--- src/rtl/text_console_cell_writer_core_macros.svh ---
// ----------------------------------------------------------------------------
// Text console cell writer assertion macros
// Shared assertion wrappers, clocked on clk and disabled while arst_n is low.
// ----------------------------------------------------------------------------
`ifndef TEXT_CONSOLE_CELL_WRITER_CORE_MACROS_SVH
`define TEXT_CONSOLE_CELL_WRITER_CORE_MACROS_SVH

`ifndef ASSERT_OFF
`define TCW_ASSERT(label, prop, msg) \
	label: assert property (@(posedge clk) disable iff (!arst_n) prop) else $error(msg);
`define TCW_ASSERT_NEVER(label, expr, msg) \
	label: assert property (@(posedge clk) disable iff (!arst_n) !(expr)) else $error(msg);
`else
`define TCW_ASSERT(label, prop, msg)
`define TCW_ASSERT_NEVER(label, expr, msg)
`endif

`endif

--- src/rtl/tcw_pkg.sv ---
// ----------------------------------------------------------------------------
// Text console cell writer package
// Request and response payloads, control character codes, action codes.
// ----------------------------------------------------------------------------
package tcw_pkg;

	localparam logic [1:0] ACT_PUT   = 2'd0;
	localparam logic [1:0] ACT_CLEAR = 2'd1;
	localparam logic [1:0] ACT_READ  = 2'd2;

	localparam logic [7:0] CH_BACKSPACE = 8'd8;
	localparam logic [7:0] CH_TAB       = 8'd9;
	localparam logic [7:0] CH_NEWLINE   = 8'd10;
	localparam logic [7:0] CH_RETURN    = 8'd13;
	localparam logic [7:0] CH_SPACE     = 8'd32;

	localparam logic CFG_FOREGROUND = 1'b0;
	localparam logic CFG_BACKGROUND = 1'b1;

	localparam logic [3:0] FG_RESET = 4'd7;
	localparam logic [3:0] BG_RESET = 4'd0;

	typedef struct packed {
		logic [1:0] action;
		logic [7:0] char_code;
		logic [4:0] read_row;
		logic [6:0] read_col;
	} req_t;

	typedef struct packed {
		logic [15:0] cell_value;
		logic [4:0]  cursor_row;
		logic [6:0]  cursor_col;
		logic [10:0] cursor_pos;
	} rsp_t;

	typedef struct packed {
		logic wr_en;
		logic wr_blank;
		logic wr_prev;
		logic scroll;
	} step_t;

endpackage

--- src/rtl/tcw_cursor_step.sv ---
// ----------------------------------------------------------------------------
// Text console cursor step
// Next cursor position and cell write for one put request.
// ----------------------------------------------------------------------------
module tcw_cursor_step #(
	parameter int COLUMNS = 80,
	parameter int ROWS    = 25,
	localparam int ROW_W  = $clog2(ROWS),
	localparam int COL_W  = $clog2(COLUMNS)
) (
	input  logic [ROW_W-1:0]    row,
	input  logic [COL_W-1:0]    col,
	input  logic [7:0]          char_code,
	output logic [ROW_W-1:0]    next_row,
	output logic [COL_W-1:0]    next_col,
	output tcw_pkg::step_t      step
);

	localparam logic [COL_W:0]   COL_LIMIT = (COL_W+1)'(COLUMNS);
	localparam logic [COL_W:0]   TAB_STEP  = (COL_W+1)'(8);
	localparam logic [COL_W:0]   TAB_MASK  = ~((COL_W+1)'(7));
	localparam logic [ROW_W-1:0] ROW_LAST  = ROW_W'(ROWS - 1);

	logic [COL_W:0] col_inc;
	logic [COL_W:0] tab_col;
	logic           inc_row;

	assign col_inc = {1'b0, col} + (COL_W+1)'(1);
	assign tab_col = ({1'b0, col} + TAB_STEP) & TAB_MASK;

	always_comb begin
		step     = '0;
		next_col = col;
		inc_row  = 1'b0;
		case (char_code)
			tcw_pkg::CH_NEWLINE: begin
				next_col = '0;
				inc_row  = 1'b1;
			end
			tcw_pkg::CH_RETURN: begin
				next_col = '0;
			end
			tcw_pkg::CH_BACKSPACE: begin
				if (col != '0) begin
					next_col      = col - COL_W'(1);
					step.wr_en    = 1'b1;
					step.wr_blank = 1'b1;
					step.wr_prev  = 1'b1;
				end
			end
			tcw_pkg::CH_TAB: begin
				if (tab_col >= COL_LIMIT) begin
					next_col = '0;
					inc_row  = 1'b1;
				end else begin
					next_col = tab_col[COL_W-1:0];
				end
			end
			default: begin
				step.wr_en = 1'b1;
				if (col_inc >= COL_LIMIT) begin
					next_col = '0;
					inc_row  = 1'b1;
				end else begin
					next_col = col_inc[COL_W-1:0];
				end
			end
		endcase
		step.scroll = inc_row && (row == ROW_LAST);
		next_row    = (inc_row && !step.scroll) ? row + ROW_W'(1) : row;
	end

endmodule

--- config.mk ---
export PLATFORM = sky130hd
export DESIGN_NAME = tcw_cursor_step
export DESIGN_NICKNAME = d
export VERILOG_FILES = /design/src/rtl/text_console_cell_writer_core_macros.svh /design/src/rtl/tcw_pkg.sv /design/src/rtl/tcw_cursor_step.sv
export SDC_FILE = /design/constraint.sdc
export NUM_CORES = 1
export LEC_CHECK = 0
export ABC_CLOCK_PERIOD_IN_PS = 2100
export BUFFER_PORTS_ARGS = -buffer_cell sky130_fd_sc_hd__buf_2
export CORE_MARGIN = 2
export CORE_UTILIZATION = 50
export DETAILED_ROUTE_END_ITERATION = 10
export GPL_TIMING_DRIVEN = 0
export PLACE_DENSITY = 0.86
export RECOVER_POWER = 25
export SYNTH_ARGS = -nofsm -noshare
export SYNTH_HDL_FRONTEND = slang
export SYNTH_SLANG_ARGS = --single-unit
--- constraint.sdc ---
create_clock -name vclk -period 2.1
set_input_delay 0 -clock vclk [all_inputs]
set_output_delay 0 -clock vclk [all_outputs]
set_load 0.005 [all_outputs]
; ---- After elaboration in Yosys (flattened, before gate mapping)
; Cells that the tools add are included.
[word_totals]
regBits = 0
input_bits = 20
out_inout_bits = 16
wordCells = 29
[op_classes]
add_sub_neg = 4
n_lt_le_gt_ge = 2
n_eq_ne = 5
n_mux = 11
reduce_logical = 7
[op_table]
columns = operator, count
row1 = $eq A8 B4 Y1 const B, 4
row2 = $mux W7, 3
row3 = $pmux W7 S3, 1
row4 = $ge A8 B7 Y1 const B, 2
row5 = $add A7 B1 Y8 const B, 1
row6 = $add A7 B4 Y8 const B, 1
row7 = $reduce_bool A7 Y1, 1
row8 = $sub A7 B1 Y7 const B, 1
row9 = $add A5 B1 Y5 const B, 1
row10 = $eq A5 B5 Y1 const B, 1
row11 = $mux W5, 1
row12 = $reduce_or A2 Y1, 2
row13 = $mux W3, 1
row14 = $pmux W1 S3, 1
row15 = $reduce_or A3 Y1, 1
row16 = $logic_and A1 B1 Y1, 2
row17 = $mux W1, 2
row18 = $mux W2, 1
row19 = $pmux W1 S2, 1
row20 = $logic_not A1 Y1, 1

; ---- Logic depth before layout (Yosys ltp)
; Gate-level depths: netlist (run 1).
[logic_depth]
ltp_word = 8
mapped_depth = 8
mapped_depth_nobuf = 7

; ---- Least setup slack after synthesis (run 1)
; Ideal clock, no wire load.
[synth_timing]
path_type = input port to output port
startpoint = input col[3]
endpoint = output next_row[1]
arrival_time_ps = 1582
required_ps = 2100
setup_slack_ps = 518
cell_stages = 7
n_path_buf = 1
cell_sequence = ha_1 -> and4_1 -> buf_2 -> nor4_4 -> a211oi_2 -> o22ai_2 -> mux2_2
[synth_between]
elab_chain_len = 8
word_cells_on_any_way = 11
classes_between = 2 x add/sub / 2 x order compare / 4 x mux / 3 x reduce/logical
[synth_rtl]
columns = item, line
row1 = "start, declared", tcw_cursor_step.sv:12  ; input logic [COL_W-1:0] col,
row2 = $add A7 B1 Y8 or $add A7 B4 Y8 (tied branches), "tcw_cursor_step.sv:28, tcw_cursor_step.sv:29"
row3 = $ge A8 B7 Y1 (on tied branches), "tcw_cursor_step.sv:61, tcw_cursor_step.sv:52"
row4 = $mux W1 (on tied branches), "tcw_cursor_step.sv:61, tcw_cursor_step.sv:52"
row5 = $pmux W1 S3 *, tcw_cursor_step.sv:35  ; case (char_code)
row6 = $logic_and A1 B1 Y1, tcw_cursor_step.sv:69  ; step.scroll = inc_row && (row == ROW_LAST);
row7 = $logic_not A1 Y1, tcw_cursor_step.sv:70  ; next_row = (inc_row && !step.scroll) ? row + ROW_W'(1) : row;
row8 = $logic_and A1 B1 Y1 *, tcw_cursor_step.sv:70
row9 = $mux W5 *, tcw_cursor_step.sv:70
row10 = "end, declared", tcw_cursor_step.sv:14  ; output logic [ROW_W-1:0] next_row,
; Mark *: on every way between the ends. The rest lies on a longest branch, timed or not.

; ---- Final worst setup path (run 1)
; Ends and elaborated chain as after synthesis.

==> qor.txt, run 1 <==
Outcome: complete, no violations
CP dominant cell by count: buf_2
First-pass GRT wire length: 4080 µm
Final WL: 2470 µm
Seq/Total Area, Yosys: 0%
Post-Synthesis Cells: 127
Leak: 0.501 nW
Filler cells: 162
CP Capture Type: primary output
Net count after synthesis: 155
Worst min path class: in2out
Post-CTS Resized: 0
Vias in the first global route: 968
CP Class: in2out
Post-Syn Area: 930 µm²
Seq_cells: 0
Vias per inst: 5.90
Max Slew Vio Count: 0
Chip Width: 47.1 µm
Slowest cell on the critical path: a211oi_2
Rel. slew slack: 49.8%
Max_cap viols: 0
HPWL after DPL: 1980 µm
CP startpoint kind: input port
Top Ports: 36
Crit-path cells: buf_2 -> ha_1 -> and4_1 -> buf_2 -> o2bb2ai_1 -> a211oi_2 -> o22ai_2 -> mux2_2 -> buf_2
RSZ-0062 raised after global routing: true
Final setup fails: 0
DRT iter0 DRCs: 33
Total gr overflow: 0
Largest net degree at the start of global routing: 11
Worst Path Arrival: 1.97 ns
Initial Util: 53.3%
Max Fclk: 508 MHz
Unique masters post-synth: 48
Setup Buffers After CTS: 0
Total Power: 192 µW
Die area: 0.00222 mm²
Share of the synthesized area in the top cell type: 10.8%
# rows: 15
Reg area: 0 µm²
Buffers on Ports: 35
GRT Total Usage: 24.0%
CTS Hold Buffers Added: 0
Largest cells by area after synthesis: ha_1 11%, nand2_1 4.8%, nor4_4 4.6%
Fin nets: 192
Crit path max fanout: 8
CP max stage delay: 0.36 ns
Ys Warns: 0
Syn_area_per_cell: 7.32 µm²
Initial antenna violation count: 0
DRC: 0
Layout cells sized above 1: 34.0%
Vias: 1104
Min cycle time layout: 1.97 ns
Clkbuf count: 0
Routability cong.: 0.838
Tightest Pin Transition: 0.743 ns
Setup TNS: 0 ns
Drt first pass iters: 4
Area Overhead vs Synth: 22.1%
Area leader, netlist: ha_1
Pwr dens: 169 mW/mm²
Peak supply drop: 0.0952 mV
Fin util: 65.0%
Core Box Area: 0.00175 mm²
Commonest non-fill, non-tap cell in the layout: buf_2
Die H: 47.1 µm
Hold Vio Cnt, Final: 0
CP Data Required Time: 2.10 ns
WL per Instance: 13.2 µm
Ant diodes: 0
Final Cycle Share: 93.7%
Most frequent cells in the layout: 37 x buf_2, 12 x nand2_1, 10 x inv_1
Final ANT Viol Nets: 0
-- routing by layer --
metal  up-vias  routed length, µm  track usage, %
met5         -                  0               0
met4         0                  0            1.67
met3         0                113           0.385
met2        34               1220            42.7
met1       512               1140            33.9
li1        558                  -               -
-- per-stage QoR --
stage / instances / setup WS [ns] / area, µm² / hold slack, ns
after global placement: 187 / 0.0968 / 1140 / 0.267
final: 187 / 0.131 / 1130 / 0.271
after detailed placement: 187 / 0.0631 / 1140 / 0.273
after CTS: 187 / 0.0598 / 1140 / 0.273
after global routing: 187 / -0.00412 / 1130 / 0.291
after floorplan: 127 / 0.518 / 930 / 0.0513
-- worst paths after layout --
path	startpoint	end	slack, ns	depth (start not counted)
max	col[3]	next_row[1]	0.13	9
min	row[4]	next_row[4]	0.27	3
-- power breakdown --
part           switching [mW]  internal (mW)  leakage, nW
clock                       0              0            0
sequential                  0              0            0
combinational           0.106         0.0857        0.501
-- synthesized netlist by cell type, drive strengths merged, types with 4 or more instances --
| cell | n |
|---|---|
| nor3 | 4 |
| inv | 10 |
| buf | 5 |
| xnor2 | 4 |
| o22ai | 4 |
| nand2 | 12 |
| nand2b | 5 |
| ha | 8 |
| nand3 | 9 |
| a21oi | 7 |
| nand4 | 5 |
| nor2 | 7 |
-- worst max-delay path, delay by kind of cell --
family	cells	cell delay, ns
adder cells (fa/ha/maj)	1	0.29
AND/OR/NAND/NOR	1	0.22
multiplexers	1	0.30
AO/OA/AOI/OAI	3	0.72
buffers and inverters	3	0.45
-- cell families (layout without fill, tap and decap cells) --
family                     count (synthesis)  in the layout  synth area share [%]
muxes                                      3              3                  3.50
AOI/OAI and AO/OA                         30             30                  26.8
buffers and inverters                     16             51                  8.08
adders and majority gates                  8              8                  10.8
xor gates and xnor gates                   7              7                  6.60
and+or+nand+nor                           63             63                  44.3
-- area by class of cell --
type	instances	area (µm²)	area share [%]
Tap cell	25	31.3	2.76
Inverter	10	37.5	3.31
Multi-Input combinational cell	111	855	75.3
Timing Repair Buffer	35	174	15.3
Buffer	6	37.5	3.31
No activity file was read; power rests on OpenSTA's default activity.
==> inputs of run 2 (changes only) <==
Settings changed: ABC_AREA set to 1, PLACE_DENSITY 0.86 to 0.89.
==> run 2 against run 1 <==
  * Critical path depth up 4
  * Non-clock buffer count down 4
  * Global-route usage down 2.8 points
  * Wire length down 22%
  * Highest routed layer unchanged
  * Via count down 10%
  * Combinational power down 13%
  * Setup slack better by 0.34 ns
  * First-iteration DRC count down 9.1%
  * Die area down 17%
  * Critical path type unchanged
==> qor.txt, run 2 <==
WL per Instance: 10.2 µm
Slowest cell on the critical path: ha_1
Post-synthesis mux area share: 0%
Area leader, netlist: nand2_1
Max Slew Vio Count: 0
Sw Pwr: 97.5 µW
Fin nets: 202
Combinational Power Share: 100.0%
Syn_area_per_cell: 5.55 µm²
Worst path top cell family by delay: simple AND/OR/NAND/NOR gates
Final setup fails: 0
CP max stage delay: 0.34 ns
Largest family of logic cells by synthesized area: simple AND/OR/NAND/NOR gates
Post-Synthesis Cells: 137
First-pass GRT wire length: 3240 µm
Crit path max fanout: 8
DRC: 0
Net count after synthesis: 165
Leak: 0.532 nW
Crit-path cells: buf_2 -> inv_2 -> ha_1 -> nor2_1 -> nand2_1 -> nand2_1 -> nand2_1 -> a21oi_1 -> nand2_4 -> nand2_4 -> nand2_1 -> nand2_1 -> buf_2
Synth top cells by count: 37 x nand2_1, 20 x nand3_1, 19 x inv_1, 9 x nor2_1, 8 x ha_1
Adder-cell share of the synthesized area: 13.2%
Outcome: complete, no violations
Share of the synthesized area in the top cell type: 18.3%
CTS Hold Buffers Added: 0
Synth Area in Simple Gates: 55.1%
Largest cells by area after synthesis: nand2_1 18%, ha_1 13%, nand3_1 13%
Initial Util: 51.7%
Xor and xnor area share after synthesis: 9.21%
Part of the power in the clock network: 0%
Largest net degree at the start of global routing: 10
Worst min path class: in2out
Min cycle time layout: 1.63 ns
CP Capture Type: primary output
Final ANT Viol Nets: 0
Most frequent cells in the layout: 37 x nand2_1, 34 x buf_2, 20 x nand3_1
Rel. slew slack: 64.2%
Worst Path Arrival: 1.63 ns
WP depth: 13
Worst hold stages: 4
Ys Warns: 0
Drt first pass iters: 5
Reg area: 0 µm²
Sw Ratio: 58.1%
Final Cycle Share: 77.6%
Ant diodes: 0
Initial antenna violation count: 0
Die H: 43.0 µm
CP dominant cell by count: nand2_1
Post-Syn Area: 761 µm²
Compound-Gate Fraction of Synth Area: 10.2%
Clkbuf count: 0
CP startpoint kind: input port
Filler cells: 145
Total gr overflow: 0
Vias per inst: 5.26
Hold Vio Cnt, Final: 0
Vias: 989
Setup TNS: 0 ns
Layout cells sized above 1: 26.2%
# rows: 14
Unique masters post-synth: 25
Vias in the first global route: 797
Peak supply drop: 0.110 mV
HPWL after DPL: 1640 µm
Seq/Total Area, Yosys: 0%
Routability cong.: 0.898
Core Box Area: 0.00147 mm²
Post-route cell area: 948 µm²
Max_cap viols: 0
Tightest Pin Transition: 0.532 ns
Chip Width: 43.0 µm
Buffers on Ports: 35
Internal Pwr Total: 70.5 µW
Seq_cells: 0
Sequential fraction of design power: 0%
CP Data Required Time: 2.10 ns
Top Ports: 36
DRT iter0 DRCs: 30
CP bufs+invs: 3
Worst setup path startpoint: col[3]
Max Fclk: 614 MHz
GRT Total Usage: 21.2%
Placed Area: 956 µm²
Post-CTS Resized: 0
Pwr dens: 177 mW/mm²
Setup Buffers After CTS: 0
Area Overhead vs Synth: 24.7%
RSZ-0062 raised after global routing: false
Final WL: 1920 µm
Commonest non-fill, non-tap cell in the layout: nand2_1
Crit path to: next_row[0]
CP Class: in2out
Die area: 0.00185 mm²
Most common cell in the netlist: nand2_1
-- run 2: cell count changes in the layout (fill, tap and decap cells not counted), moves of 3 or more --
cell      delta
inv_1        +9
nand3_1     +12
buf_2        -3
nand2_1     +25
nor2_1       +4
nand2b_1     -5
-- run 2: cell families after synthesis --
family / count (synthesis)
AO/OA/AOI/OAI: 13
XOR/XNOR: 8
adder cells (fa/ha/maj): 8
buffers and inverters: 22
AND/OR/NAND/NOR: 86
-- run 2: how the worst min path moves through the flow --
stage                     slack (ns)    from           to
after global routing            0.32  row[3]  next_row[3]
after global placement          0.28  row[3]  next_row[3]
after CTS                       0.29  row[3]  next_row[3]
after floorplan                 0.09  row[0]  next_row[0]
final                           0.28  row[3]  next_row[3]
after detailed placement        0.29  row[3]  next_row[3]
-- run 2: tightest hold or removal path, stage by stage --
cell	delay, ns
buf_2	0.09
nand2_1	0.05
nand2_1	0.04
buf_2	0.10
-- run 2: layout make-up --
class | instances | area, µm² | area share, %
Buffer | 2 | 18.8 | 1.98
Inverter | 20 | 75.1 | 7.92
Multi-Input combinational cell | 115 | 661 | 69.7
Tap cell | 16 | 20.0 | 2.11
Timing Repair Buffer | 35 | 174 | 18.3
-- run 2: per-layer routing --
metal  track usage (%)  share of wire [%]  vias up
li1                  -                  -      522
met1              29.9                 46      434
met4                 0                  0        0
met3                 0                5.4        0
met5                 0                  0        -
met2              38.5                 48       33
-- run 2: per-stage QoR --
step / power, mW / instances / hold slack [ns] / setup WS (ns) / util [%]
floorplan: 0.0993 / 137 / 0.0908 / 1.02 / -
detailed placement: 0.167 / 188 / 0.291 / 0.555 / 65.0
global placement: 0.162 / 188 / 0.281 / 0.609 / 65.0
CTS: 0.168 / 188 / 0.291 / 0.555 / 65.0
finish: 0.168 / 188 / 0.285 / 0.470 / 64.5
global route: 0.190 / 188 / 0.321 / 0.286 / 64.5
-- run 2: power groups by stage --
stage / registers (mW) / clock network [mW] / logic, mW
after floorplan: 0 / 0 / 0.0993
after global placement: 0 / 0 / 0.162
after detailed placement: 0 / 0 / 0.167
after CTS: 0 / 0 / 0.168
after global routing: 0 / 0 / 0.190
final: 0 / 0 / 0.168
==> inputs of run 3 (changes only) <==
Settings changed: ABC_CLOCK_PERIOD_IN_PS 2100 to 1300, CORE_UTILIZATION 50 to 45, PLACE_DENSITY 0.89 to 0.85.
Clock period 2.1 ns to 1.3 ns, I/O delays scaled along.
==> run 3 against run 2 <==
  * The flow now finishes with violations (setup timing)
  * Sequential share of layout area unchanged
  * Critical path depth down 3
  * Setup slack worse by 0.54 ns
  * Power up 120%
  * Sequential cell count unchanged
  * Wire length up 46%
  * Via count up 18%
  * Critical endpoint is now next_row[1]
  * Largest power group unchanged
==> qor.txt, run 3 (synthesis gave the netlist of run 2 again) <==
Outcome: finished with violations
Failing checks: setup timing
Vias: 1164
Area Overhead vs Synth: 65.8%
CP Data Required Time: 1.30 ns
Fin util: 81.8%
GRT Total Usage: 25.6%
Worst min path class: in2out
Area of the multi-input gates: 807 µm²
Placed cell count: 188
Routability cong.: 0.880
First-pass GRT wire length: 4020 µm
Met2 usage: 49.1%
Final worst setup slack: -0.0745 ns
Drt first pass iters: 4
Crit path max fanout: 6
HPWL after DPL: 1680 µm
Peak supply drop: 0.224 mV
Worst hold stages: 4
Max_cap viols: 0
Slowest cell on the critical path: nor4_1
CP max stage delay: 0.53 ns
Top Ports: 36
CP Capture Type: primary output
Fin nets: 215
Reg area: 0 µm²
Worst path top cell family by delay: simple AND/OR/NAND/NOR gates
Place WS: -0.281 ns
Final Cycle Share: 106%
Ant diodes: 0
# rows: 14
Hold Vio Cnt, Final: 0
Total Power: 374 µW
Total gr overflow: 0
DRC: 0
Final WL: 2800 µm
Min cycle time layout: 1.37 ns
CP startpoint kind: input port
Crit-path cells: buf_2 -> inv_1 -> nand2_1 -> nor4_1 -> a21oi_4 -> nand2_4 -> nand2_4 -> nand2_2 -> nand2_1 -> buf_2
Die H: 45.1 µm
Leak: 0.645 nW
Tightest Pin Transition: 0.536 ns
Max Fclk: 728 MHz
Met3 global-route usage: 0.400%
CTS Hold Buffers Added: 0
DRT iter0 DRCs: 51
Chip Width: 45.1 µm
Buffers on Ports: 35
Setup TNS: -0.375 ns
Final Non-Filler Cells: 201
Vias per inst: 5.79
Largest net degree at the start of global routing: 10
Initial Util: 49.4%
Most frequent cells in the layout: 31 x buf_2, 28 x nand2_1, 18 x nand3_1
Final ANT Viol Nets: 0
WHS Endpoint: next_row[4]
Clkbuf count: 0
Vias in the first global route: 974
Die area: 0.00204 mm²
WL per Instance: 14.0 µm
GR Util met1: 31.8%
Initial antenna violation count: 0
Rel. slew slack: 64.0%
Busiest grt layer: met2
Commonest non-fill, non-tap cell in the layout: buf_2
Worst Path Arrival: 1.37 ns
CP bufs+invs: 3
Layout cells sized above 1: 45.9%
CP Class: in2out
Pwr dens: 297 mW/mm²
Max Slew Vio Count: 0
Seq_cells: 0
Filler cells: 99
Core Box Area: 0.00154 mm²
Final setup fails: 9
RSZ-0062 raised after global routing: true
HP Start: row[4]
==> run 3: cell count changes in the layout (fill, tap and decap cells not counted), moves of 3 or more <==
cell,before,now
inv_4,0,4
inv_1,19,13
buf_4,1,12
buf_6,1,5
buf_2,34,31
ha_4,0,4
nand2_2,2,11
ha_1,8,4
nand2_1,37,28
==> run 3: metrics by stage <==
step | hold WS, ns | instance area (µm²)
finish | 0.304 | 1260
global route | 0.333 | 1260
CTS | 0.308 | 1170
detailed placement | 0.307 | 956
global placement | 0.284 | 956
floorplan | 0.0908 | 761
==> run 3: repair_timing <==
| action | 4_1_cts | 5_1_grt |
|---|---|---|
| pin swaps | 12 | 12 |
| buffers inserted | 10 | 3 |
| endpoints found under the setup margin | 15 | 14 |
| gates resized for setup | 36 | 20 |
==> run 3: where the power goes <==
| part | internal, mW | switching (mW) | leakage (nW) |
|---|---|---|---|
| logic | 0.165 | 0.209 | 0.645 |
| clock network | 0 | 0 | 0 |
| registers | 0 | 0 | 0 |
| total | 0.165 | 0.209 | 0.645 |
==> run 3: routing by layer <==
layer,routed length (µm),vias to the layer above
met5,0,-
met4,91,0
met3,226,12
met2,1470,66
met1,1020,536
li1,-,550
==> run 3: worst max path at each step <==
stage	start	end	slack, ns	depth (start not counted)
final	char_code[2]	next_row[1]	-0.07	10
after global routing	char_code[2]	next_row[4]	-0.19	10
after CTS	col[3]	next_row[4]	-0.03	13
after detailed placement	col[3]	next_row[3]	-0.28	13
after global placement	col[3]	next_row[4]	-0.24	13
after floorplan	col[3]	next_row[0]	0.22	11
==> run 3: area by class of cell <==
type	count	area share (%)
multi-input cells	115	64.0
repair buffers	48	25.6
inverters	20	7.34
well taps	16	1.59
plain buffers	2	1.49
==> run 3: tightest hold or removal path: stages <==
cell	delay, ns
buf_2	0.12
nand2_2	0.04
nand2_1	0.04
buf_2	0.10
